==> src/hw/rtl/gda_pkg.sv <==
// Types, constants and calendar tables for the Gregorian date analyser.
`timescale 1ns / 1ps

package gda_pkg;

  // Field widths of the date and result items.
  localparam int unsigned YearW  = 14;
  localparam int unsigned MonthW = 4;
  localparam int unsigned DayW   = 5;
  localparam int unsigned DoyW   = 9;
  localparam int unsigned WdayW  = 3;
  localparam int unsigned MaskW  = 7;

  // Weekend mask after reset: Friday and Saturday.
  localparam logic [MaskW-1:0] WeekendMaskReset = 7'd96;

  // Division by 100 as a multiplication by a scaled reciprocal.
  localparam int unsigned RecipShift = 19;
  localparam int unsigned Recip100   = 5243;
  localparam int unsigned RecipW     = 13;
  localparam int unsigned QuotW      = 8;
  localparam int unsigned Century    = 100;
  localparam int unsigned YearOffset = 400;
  localparam int unsigned CenturyOffset = YearOffset / Century;

  // Weekday codes used by the classification.
  localparam logic [WdayW-1:0] Saturday = 3'd6;

  // Year lengths.
  localparam logic [DoyW-1:0] CommonYearLen = 9'd365;
  localparam logic [DoyW-1:0] LeapYearLen   = 9'd366;

  typedef struct packed {
    logic [YearW-1:0]  year;
    logic [MonthW-1:0] month;
    logic [DayW-1:0]   day;
  } gda_date_t;

  typedef struct packed {
    logic [WdayW-1:0] weekday;
    logic             leap_year;
    logic [DoyW-1:0]  day_of_year;
    logic             end_of_week;
    logic             weekend_day;
    logic             business_day;
    logic [WdayW-1:0] days_to_week_end;
    logic [DayW-1:0]  days_to_month_end;
    logic [DoyW-1:0]  days_to_year_end;
    logic             date_invalid;
  } gda_result_t;

  // Length of a month; months outside 1 to 12 have no days at all.
  function automatic logic [DayW-1:0] month_len_f(input logic [MonthW-1:0] month,
                                                  input logic leap);
    logic [DayW-1:0] len;
    case (month)
      4'd1, 4'd3, 4'd5, 4'd7, 4'd8, 4'd10, 4'd12: len = 5'd31;
      4'd4, 4'd6, 4'd9, 4'd11:                    len = 5'd30;
      4'd2:                                       len = leap ? 5'd29 : 5'd28;
      default:                                    len = 5'd0;
    endcase
    return len;
  endfunction

  // Days of a common year before the first of the month.
  function automatic logic [DoyW-1:0] days_before_f(input logic [MonthW-1:0] month);
    logic [DoyW-1:0] days;
    case (month)
      4'd2:    days = 9'd31;
      4'd3:    days = 9'd59;
      4'd4:    days = 9'd90;
      4'd5:    days = 9'd120;
      4'd6:    days = 9'd151;
      4'd7:    days = 9'd181;
      4'd8:    days = 9'd212;
      4'd9:    days = 9'd243;
      4'd10:   days = 9'd273;
      4'd11:   days = 9'd304;
      4'd12:   days = 9'd334;
      default: days = 9'd0;
    endcase
    return days;
  endfunction

  // Month term of the congruence, (31 * m) / 12 with m counted from March.
  function automatic logic [DayW-1:0] month_term_f(input logic [MonthW-1:0] month);
    logic [DayW-1:0] term;
    case (month)
      4'd1:    term = 5'd28;
      4'd2:    term = 5'd31;
      4'd3:    term = 5'd2;
      4'd4:    term = 5'd5;
      4'd5:    term = 5'd7;
      4'd6:    term = 5'd10;
      4'd7:    term = 5'd12;
      4'd8:    term = 5'd15;
      4'd9:    term = 5'd18;
      4'd10:   term = 5'd20;
      4'd11:   term = 5'd23;
      4'd12:   term = 5'd25;
      default: term = 5'd0;
    endcase
    return term;
  endfunction

  // Remainder by seven: octal digits are summed, since eight is one modulo seven.
  function automatic logic [WdayW-1:0] mod7_f(input logic [14:0] v);
    logic [5:0] digit_sum;
    logic [3:0] fold;
    digit_sum = '0;
    for (int i = 0; i < 5; i++) begin
      digit_sum = digit_sum + 6'(v[3*i +: 3]);
    end
    fold = {1'b0, digit_sum[5:3]} + {1'b0, digit_sum[2:0]};
    if (fold >= 4'd7) begin
      fold = fold - 4'd7;
    end
    return fold[2:0];
  endfunction

endpackage

==> src/hw/rtl/gda_channels.sv <==
// Valid/ready channel interfaces for date and result items.
`timescale 1ns / 1ps

interface gda_date_if;
  logic                valid;
  logic                ready;
  gda_pkg::gda_date_t  data;

  modport source (output valid, output data, input ready);
  modport sink   (input valid, input data, output ready);
endinterface

interface gda_result_if;
  logic                 valid;
  logic                 ready;
  gda_pkg::gda_result_t data;

  modport source (output valid, output data, input ready);
  modport sink   (input valid, input data, output ready);
endinterface

==> src/hw/rtl/gregorian_date_analyzer.sv <==
// Top level of the Gregorian date analyser: a four-stage pipeline.
//
//   Channel     Direction  Contents
//   date_i      in         year, month, day
//   result_o    out        weekday, flags, day of year, days remaining
//   cfg_we_i    in         weekend mask write enable with cfg_wdata_i
//
// One item enters per cycle while no stall holds the input; it passes
// through the stages in order: reciprocal multiply, calendar checks,
// weekday sum and day of year, then the modulo-seven reduction into the output.
// Reset clears the valid bits and loads the weekend mask with Friday and Saturday.
// A stalled output holds the result register and each full stage with no empty stage after it; others still move.
`timescale 1ns / 1ps

module gregorian_date_analyzer (
  input  logic                             clk_i,
  input  logic                             rst_ni,
  gda_date_if.sink                         date_i,
  gda_result_if.source                     result_o,
  input  logic                             cfg_we_i,
  input  logic [gda_pkg::MaskW-1:0]        cfg_wdata_i
);

  localparam int unsigned ProdW = gda_pkg::YearW + gda_pkg::RecipW;
  localparam int unsigned YW    = gda_pkg::YearW + 1;

  // Weekend mask register.
  logic [gda_pkg::MaskW-1:0] mask_q;

  always_ff @(posedge clk_i or negedge rst_ni) begin
    if (!rst_ni) begin
      mask_q <= gda_pkg::WeekendMaskReset;
    end else if (cfg_we_i) begin
      mask_q <= cfg_wdata_i;
    end
  end

  // Stage advance: a stage moves on when it is empty or the next one moves.
  logic res_v_q, s1_v_q, s2_v_q, s3_v_q;
  logic adv_out, adv3, adv2, adv1;

  assign adv_out = !res_v_q || result_o.ready;
  assign adv3    = !s3_v_q || adv_out;
  assign adv2    = !s2_v_q || adv3;
  assign adv1    = !s1_v_q || adv2;
  assign date_i.ready = adv1;

  // Stage one: year divided by 100 through the reciprocal.
  logic [ProdW-1:0]              prod;
  logic [gda_pkg::QuotW-1:0]     s1_q100_q;
  logic [gda_pkg::YearW-1:0]     s1_year_q;
  logic [gda_pkg::MonthW-1:0]    s1_month_q;
  logic [gda_pkg::DayW-1:0]      s1_day_q;

  assign prod = ProdW'(date_i.data.year) * ProdW'(gda_pkg::Recip100);

  always_ff @(posedge clk_i or negedge rst_ni) begin
    if (!rst_ni) begin
      s1_v_q <= 1'b0;
    end else if (adv1) begin
      s1_v_q <= date_i.valid;
    end
  end

  always_ff @(posedge clk_i) begin
    if (adv1 && date_i.valid) begin
      s1_q100_q  <= prod[gda_pkg::RecipShift +: gda_pkg::QuotW];
      s1_year_q  <= date_i.data.year;
      s1_month_q <= date_i.data.month;
      s1_day_q   <= date_i.data.day;
    end
  end

  // Stage two: leap year, shifted year and century count, month length.
  logic [gda_pkg::YearW-1:0]  hundreds;
  logic [gda_pkg::YearW-1:0]  rem_full;
  logic                       rem_zero;
  logic                       early;
  logic                       leap;
  logic [gda_pkg::QuotW-1:0]  cent;
  logic [YW-1:0]              shift_year;
  logic [gda_pkg::DayW-1:0]   mlen;

  assign hundreds   = gda_pkg::YearW'(s1_q100_q) * gda_pkg::YearW'(gda_pkg::Century);
  assign rem_full   = s1_year_q - hundreds;
  assign rem_zero   = (rem_full[6:0] == 7'd0);
  assign early      = (s1_month_q <= 4'd2);
  assign leap       = (rem_zero && (s1_q100_q[1:0] == 2'b00)) ||
                      (!rem_zero && (s1_year_q[1:0] == 2'b00));
  assign cent       = s1_q100_q + gda_pkg::QuotW'(gda_pkg::CenturyOffset)
                      - gda_pkg::QuotW'(early && rem_zero);
  assign shift_year = YW'(s1_year_q) + YW'(gda_pkg::YearOffset) - YW'(early);
  assign mlen       = gda_pkg::month_len_f(s1_month_q, leap);

  logic [YW-1:0]              s2_y_q;
  logic [gda_pkg::QuotW-1:0]  s2_cent_q;
  logic [gda_pkg::MonthW-1:0] s2_month_q;
  logic [gda_pkg::DayW-1:0]   s2_day_q;
  logic [gda_pkg::DayW-1:0]   s2_mlen_q;
  logic                       s2_leap_q;
  logic                       s2_bad_q;

  always_ff @(posedge clk_i or negedge rst_ni) begin
    if (!rst_ni) begin
      s2_v_q <= 1'b0;
    end else if (adv2) begin
      s2_v_q <= s1_v_q;
    end
  end

  always_ff @(posedge clk_i) begin
    if (adv2 && s1_v_q) begin
      s2_y_q     <= shift_year;
      s2_cent_q  <= cent;
      s2_month_q <= s1_month_q;
      s2_day_q   <= s1_day_q;
      s2_mlen_q  <= mlen;
      s2_leap_q  <= leap;
      s2_bad_q   <= (s1_day_q == 5'd0) || (s1_day_q > mlen);
    end
  end

  // Stage three: weekday sum, day of year and days left in the month.
  logic [YW-1:0]             wd_sum;
  logic [gda_pkg::DoyW-1:0]  doy;

  assign wd_sum = YW'(s2_day_q) + s2_y_q + (s2_y_q >> 2) - YW'(s2_cent_q)
                  + YW'(s2_cent_q >> 2) + YW'(gda_pkg::month_term_f(s2_month_q));
  assign doy    = gda_pkg::days_before_f(s2_month_q) + gda_pkg::DoyW'(s2_day_q)
                  + gda_pkg::DoyW'(s2_leap_q && (s2_month_q > 4'd2));

  logic [YW-1:0]             s3_sum_q;
  logic [gda_pkg::DoyW-1:0]  s3_doy_q;
  logic [gda_pkg::DayW-1:0]  s3_mleft_q;
  logic                      s3_leap_q;
  logic                      s3_bad_q;

  always_ff @(posedge clk_i or negedge rst_ni) begin
    if (!rst_ni) begin
      s3_v_q <= 1'b0;
    end else if (adv3) begin
      s3_v_q <= s2_v_q;
    end
  end

  always_ff @(posedge clk_i) begin
    if (adv3 && s2_v_q) begin
      s3_sum_q   <= wd_sum;
      s3_doy_q   <= doy;
      s3_mleft_q <= s2_mlen_q - s2_day_q + 5'd1;
      s3_leap_q  <= s2_leap_q;
      s3_bad_q   <= s2_bad_q;
    end
  end

  // Output stage: weekday, classification and the result register.
  logic [gda_pkg::WdayW-1:0] wday;
  logic                      wkend;
  logic [gda_pkg::DoyW-1:0]  ylen;
  gda_pkg::gda_result_t      res_d, res_q;

  assign wday  = gda_pkg::mod7_f(s3_sum_q);
  assign wkend = mask_q[wday];
  assign ylen  = s3_leap_q ? gda_pkg::LeapYearLen : gda_pkg::CommonYearLen;

  always_comb begin
    res_d = '0;
    if (s3_bad_q) begin
      res_d.date_invalid = 1'b1;
    end else begin
      res_d.weekday           = wday;
      res_d.leap_year         = s3_leap_q;
      res_d.day_of_year       = s3_doy_q;
      res_d.end_of_week       = (wday == gda_pkg::Saturday);
      res_d.weekend_day       = wkend;
      res_d.business_day      = !wkend;
      res_d.days_to_week_end  = gda_pkg::Saturday - wday;
      res_d.days_to_month_end = s3_mleft_q;
      res_d.days_to_year_end  = ylen - s3_doy_q + 9'd1;
    end
  end

  always_ff @(posedge clk_i or negedge rst_ni) begin
    if (!rst_ni) begin
      res_v_q <= 1'b0;
    end else if (adv_out) begin
      res_v_q <= s3_v_q;
    end
  end

  always_ff @(posedge clk_i) begin
    if (adv_out && s3_v_q) begin
      res_q <= res_d;
    end
  end

  assign result_o.valid = res_v_q;
  assign result_o.data  = res_q;

endmodule

==> src/flat_wrapper.sv <==
// flat-port wrapper written by rule: the top's interface ports become plain ports
module gregorian_date_analyzer_flat 
  (clk_i, rst_ni, cfg_we_i, cfg_wdata_i, date_i_valid, date_i_data, date_i_ready, result_o_valid, result_o_data, result_o_ready);
  gda_date_if date_i_i ();
  gda_result_if result_o_i ();
  input  logic clk_i;
  input  logic rst_ni;
  input  logic cfg_we_i;
  input  logic [gda_pkg::MaskW-1:0] cfg_wdata_i;
  input wire logic [$bits(date_i_i.valid)-1:0] date_i_valid;
  input wire logic [$bits(date_i_i.data)-1:0] date_i_data;
  output wire logic [$bits(date_i_i.ready)-1:0] date_i_ready;
  output wire logic [$bits(result_o_i.valid)-1:0] result_o_valid;
  output wire logic [$bits(result_o_i.data)-1:0] result_o_data;
  input wire logic [$bits(result_o_i.ready)-1:0] result_o_ready;
  assign date_i_i.valid = date_i_valid;
  assign date_i_i.data = date_i_data;
  assign date_i_ready = date_i_i.ready;
  assign result_o_valid = result_o_i.valid;
  assign result_o_data = result_o_i.data;
  assign result_o_i.ready = result_o_ready;
  gregorian_date_analyzer u_core (.clk_i(clk_i), .rst_ni(rst_ni), .date_i(date_i_i), .result_o(result_o_i), .cfg_we_i(cfg_we_i), .cfg_wdata_i(cfg_wdata_i));
endmodule
==> config.mk <==
export PLATFORM = sky130hd
export DESIGN_NAME = gregorian_date_analyzer_flat
export DESIGN_NICKNAME = d
export VERILOG_FILES = /design/src/hw/rtl/gda_pkg.sv /design/src/hw/rtl/gda_channels.sv /design/src/hw/rtl/gregorian_date_analyzer.sv /design/src/flat_wrapper.sv
export SDC_FILE = /design/constraint.sdc
export NUM_CORES = 1
export LEC_CHECK = 0
export ABC_AREA = 1
export ABC_CLOCK_PERIOD_IN_PS = 14300
export BUFFER_PORTS_ARGS = -buffer_cell sky130_fd_sc_hd__buf_2
export CORE_MARGIN = 1
export CORE_UTILIZATION = 25
export DETAILED_ROUTE_END_ITERATION = 6
export GPL_TIMING_DRIVEN = 1
export SETUP_SLACK_MARGIN = 0.05
export SLEW_MARGIN = 40
export SYNTH_ARGS = -nofsm -noshare
export SYNTH_HDL_FRONTEND = slang
export SYNTH_SLANG_ARGS = --single-unit
==> constraint.sdc <==
create_clock -name clk_i -period 14.3 [get_ports clk_i]
set_clock_uncertainty 0.15 [all_clocks]
set_input_delay 0.715 -clock clk_i [delete_from_list [all_inputs] [get_ports clk_i]]
set_output_delay 0.715 -clock clk_i [all_outputs]
set_load 0.02 [all_outputs]
Word level (Yosys, flattened, before mapping). Memory sizes are Yosys's and may differ from the RTL's. A register that Yosys moved wholly into a read port is not among the register bits. Cells that the tools add are included.

Memories kept: 2. Register bits: 146. ROM bits: 224. Word-level logic and storage cells: 111. Bits of input ports: 35. Output and inout bits: 36.

Memories: (no name shown) (depth 16, bits a word 9, read ports 1, clocked after Yosys merged registers in 1, wr ports 0, line gda_pkg.sv:68) `case (month)`; (no name shown) (depth 16, bits a word 5, read ports 1, clocked after Yosys merged registers in 1, wr ports 0, line gda_pkg.sv:88) `case (month)`.

Add/sub/neg operators: 23. Mux-type cells: 9. Reduce and logical (&&, ||, !) cells: 26. Equality and inequality tests: 13. Multipliers: 2. Magnitude comparators: 5.

Operators by type and width (count): multiplier 14 x 13 -> 27 bit, second input constant (1); == test 4 bit, second input constant (5); adder 6 x 3 -> 6 bit (3); == test 4 x 3 -> 1 bit, second input constant (4); adder 14 x 9 -> 15 bit, second input constant (1); adder 15 x 13 -> 15 bit (1); adder 15 x 5 -> 15 bit (1); adder 15 x 6 -> 15 bit (1); adder 5 x 15 -> 15 bit (1); case mux 5 bit (3 select lines) (1); subtractor 15 x 1 -> 15 bit (1); subtractor 15 x 8 -> 15 bit (1); adder 9 x 1 -> 9 bit (1); adder 9 x 1 -> 9 bit, second input constant (1); adder 9 x 5 -> 9 bit (1); subtractor 9 bit (1); adder 3 x 3 -> 4 bit (2); adder 8 x 3 -> 8 bit, second input constant (1); == test 4 x 2 -> 1 bit, second input constant (2); logical AND 1 bit (8); multiplier 8 x 5 -> 5 bit, second input constant (1); two-way mux 4 bit (2); subtractor 8 x 1 -> 8 bit (1); zero test 7 bit (1); 22 further kinds (35).

Logic depth before layout (Yosys ltp).
Word-level depth: 10. Depth in mapped cells: 24. Mapped depth without buffers: 24.

Least setup slack after synthesis. OpenSTA, ideal clock, no wires.

Kind: flip-flop to flip-flop. Start: register u_core.s3_sum_q[0]. End: register u_core.res_q, in the netlist u_core.result_o.data[17] (data pin). Cell stages (with the launch flop): 19. Arrival time: 4483 ps. Library setup time: 262 ps. Data required time: 13888 ps. Path buffers: 0. Slack: 9406 ps. Clock period less this slack: 4894 ps. Path through: edfxtp_1 > ha_1 > fa_1 > inv_1 > fa_1 > inv_1 > fa_1 > ha_1 > fa_1 > xor2_1 > ha_1 > fa_1 > ha_1 > nand3_4 > nand3_2 > nand2_2 > ha_1 > o21ai_0 > a21oi_1.

Cells in the longest elaborated chain, start to end: 8. Elaborated cells on any way between the ends: 9. Classes of those cells: add/sub: 7; order compare: 1; mux: 1.

RTL lines: start: declaration (line gregorian_date_analyzer.sv:132) `logic [YW-1:0] s3_sum_q;`; start signal: assignment (line gregorian_date_analyzer.sv:148) `s3_sum_q <= wd_sum;`; adder 3 x 3 -> 4 bit (*) (line gda_pkg.sv:112) `digit_sum = digit_sum + 6'(v[3*i +: 3]);`; adder 6 x 3 -> 6 bit (*) (3 in series) (line gda_pkg.sv:112); adder 3 x 3 -> 4 bit (*) (line gda_pkg.sv:114) `fold = {1'b0, digit_sum[5:3]} + {1'b0, digit_sum[2:0]};`; >= comparator 4 x 3 -> 1 bit or subtractor 3 bit (tied branches) (line gda_pkg.sv:115, gda_pkg.sv:116); two-way mux 3 bit (*) (line gda_pkg.sv:115) `if (fold >= 4'd7) begin`; subtractor 3 bit (*) (line gregorian_date_analyzer.sv:177) `res_d.days_to_week_end = gda_pkg::Saturday - wday;`; end signal: assignment (line gregorian_date_analyzer.sv:193) `res_q <= res_d;`; end: declaration (line gregorian_date_analyzer.sv:160) `gda_pkg::gda_result_t res_d, res_q;`.

Mark *: on every way between the ends. The rest lies on a longest branch, timed or not. A chain may end at the register's enable or synchronous reset.

Worst setup path after layout. Same ends and word-level chain as after synthesis.

==> impl_metrics.json <==
{
  "crit_required_ns": 14.33,
  "groute.usage.overall_pct": 10.3,
  "hold_class": "flop to flop",
  "drt-initial-drc-count": 460,
  "num_io_pins": 71,
  "finalSetupViolations": 0,
  "synth_cells": 1400,
  "slew_headroom_pct": 59.5,
  "ff_latch_area_mm2": 0.00452,
  "cts_root_buffer": "clkbuf_16",
  "place.port_buffers": 70,
  "hold_violations": 0,
  "cts_buffer_depth": 2,
  "violations": "design-rule violations",
  "grt_pass1_wl_mm": 44.8,
  "cp_data_arrival_time_ns": 5.26,
  "place_ws_ns": 9.10,
  "grt_pass1_vias": 9331,
  "fill_cells": 5542,
  "ys_seq_area_share_pct": 33.5,
  "synthArstFlopShare_pct": 7.01,
  "max-cap-violations": 0,
  "r2r_slack_ns": 9.07,
  "clk_pin_slew_ns": 0.07,
  "cts_tree": "done",
  "tns_ns": 0,
  "num_vias": 9051,
  "fp.dieArea_mm2": 0.0549,
  "synth_edf_count": 132,
  "final_max_slew_viol_count": 0,
  "rows": 84,
  "ant_nets": 0,
  "ys_types": 49,
  "numCtsBuffers": 17,
  "cts_setup_buffers": 0,
  "cts_resized": 0,
  "multi_input_area_mm2": 0.00758,
  "hpwlAfterDp_mm": 22.7,
  "outcome": "finished, violations left",
  "syn2layout_area_growth_pct": 13.9,
  "wl_per_cell_um": 12.2,
  "gp_congestion": 0.869,
  "grt_max_degree": 36,
  "setup_ws_ns": 9.07,
  "drc_errors": 1,
  "grt.overflow.total": 0,
  "wirelength_mm": 26.7,
  "dpl_cell_area_mm2": 0.0148,
  "max_slew.worst_pin.slew_ns": 0.607,
  "fin_area_mm2": 0.0154,
  "core_mm2": 0.0530,
  "worstSetupEndpointType": "flop",
  "cp_max_fo": 8,
  "dr.pass1.iters": 7,
  "final_util_pct": 29.0,
  "synthFlopType": "edfxtp_1",
  "antenna_found_initial": 0,
  "most-common-layout-cells": "inv_1 (355), ha_1 (206), nand2_1 (187)",
  "drive_above_1_share_pct": 9.99,
  "antenna_cells": 0,
  "rsz0062_at_grt": "false",
  "die-width_um": 234,
  "post-route-period-util_pct": 36.6,
  "startpoint_type": "flop",
  "netlist_area_mm2": 0.0135,
  "avgSynthCellArea_um2": 9.64,
  "final_common_cell": "inv_1",
  "path_class": "flop to flop",
  "start_util_pct": 25.5,
  "syn_nets": 1742,
  "die_y_um": 234,
  "timing.fmax_ghz": 0.191,
  "nNetsFinal": 1831,
  "cts.sinks": 157,
  "ys_warn_count": 0,
  "insertion_delay_ns": 0.44,
  "h-tree-depth": 4,
  "synth_seq_cells": 157,
  "vias_per_cell": 4.13,
  "period_minus_slack_ns": 5.23
}
==> critical path, cell delays in order, from the launching register on <==
cell      delay (ns)
edfxtp_1        0.37
ha_1            0.23
fa_1            0.50
inv_1           0.05
fa_1            0.47
inv_1           0.05
fa_1            0.45
ha_1            0.25
fa_1            0.42
xor2_1          0.16
ha_1            0.21
fa_1            0.56
ha_1            0.23
nand3_4         0.12
nand3_2         0.17
nand2_2         0.12
ha_1            0.21
o21ai_0         0.19
a21oi_1         0.06
==> cell type report <==
type                    count  area share (%)
multi-input cells         875            49.3
flip-flops and latches    157            29.4
inverters                 361            8.82
well taps                 688            5.60
clock buffers              21            3.21
repair buffers             77            3.00
clock inverters            11           0.611
==> Yosys cell counts (2+ instances only) <==
cell        n  area [um2]
inv_1     356        1340
nand3_1    61         305
xor2_1     33         289
edfxtp_1  132        3960
dfrtp_1     9         225
o21ai_0    36         180
dfstp_2     2        52.6
nand2_2     8        50.1
o21ai_1     8        40.0
nor2_1     83         312
ha_1      206        2580
a21oi_1    50         250
nor4_1      2        12.5
nor2_2      3        18.8
a211oi_1    2        15.0
clkbuf_1    4        15.0
o21bai_1    9        67.6
nor3_1     10        50.1
o21ai_4     3        48.8
o21ai_2     3        26.3
a21o_1      5        37.5
xnor2_1    17         149
nand4_1     7        43.8
nor2_4      3        33.8
o31ai_1     2        15.0
fa_1      101        2020
mux2_2      3        33.8
a31oi_1     2        12.5
a21boi_0    4        30.0
o211ai_1    6        45.0
inv_2       5        18.8
o21a_1      4        30.0
nand2_1   187         702
dfxtp_1    14         280
nand2_4     6        67.6
==> sequential cells by signal, summed over array words and instances, names as in the netlist, 4 cells and up, named ones only <==
| register | cells |
|---|---|
| u_core.s1_year_q | 14 |
| u_core.s1_month_q | 4 |
| u_core.s3_mleft_q | 5 |
| u_core.s2_cent_q | 8 |
| u_core.s2_y_q | 15 |
| u_core.s1_day_q | 5 |
| u_core.result_o.data | 33 |
| u_core.s2_month_q | 4 |
| u_core.s3_sum_q | 15 |
| u_core.s3_doy_q | 9 |
| u_core.s2_day_q | 5 |
| u_core.mask_q | 7 |
| u_core.s1_q100_q | 8 |
==> logic make-up (layout without fill, tap and decap cells) <==
group | count (synthesis) | in the layout | share of synthesized area, %
and+or+nand+nor | 377 | 377 | 12.3
xor gates and xnor gates | 50 | 50 | 3.24
muxes | 3 | 3 | 0.250
buffers and inverters | 368 | 470 | 10.4
AOI/OAI and AO/OA | 138 | 138 | 6.21
DFF | 157 | 157 | 33.5
adders and majority gates | 307 | 307 | 34.1
==> through the flow <==
step | hold WS, ns | instances
3_3_place_gp | 0.259 | 2153
5_1_grt | 0.273 | 2190
4_1_cts | 0.277 | 2190
3_5_place_dp | 0.264 | 2157
2_1_floorplan | 0.250 | 1400
6_report | 0.276 | 2190
==> path summary, 6_finish.rpt <==
path | start | to | depth (start not counted)
max in group asynchronous | rst_ni | u_core.mask_q[5]$_DFFE_PN1P_ | 2
hold / removal | u_core.s2_bad_q$_DFFE_PP_ | u_core.s3_bad_q$_DFFE_PP_ | 0
min in group asynchronous | rst_ni | u_core.mask_q[3]$_DFFE_PN0P_ | 2
setup / recovery | u_core.s3_sum_q[0]$_DFFE_PP_ | u_core.result_o.data[17]$_SDFFCE_PP0P_ | 18
setup reg to reg | u_core.s3_sum_q[0]$_DFFE_PP_ | u_core.result_o.data[17]$_SDFFCE_PP0P_ | 18
hold reg to reg | u_core.s2_bad_q$_DFFE_PP_ | u_core.s3_bad_q$_DFFE_PP_ | 0
==> layer usage <==
layer | vias up | part of all wire (%) | GRT usage, %
met2 | 137 | 49 | 17.9
met1 | 4263 | 47 | 13.0
met5 | - | 0 | 0
li1 | 4633 | - | -
met4 | 0 | 1.0 | 2.68
met3 | 18 | 3.2 | 1.71
==> what timing repair did <==
item	4_1_cts	5_1_grt
endpoints found under the setup margin	0	0
endpoints found under the hold margin	9	0
hold buffers	1	0
Power is left out: the tool's default activity adds up to more than one toggle a clock period on the data nets, which glitch-free logic cannot reach.
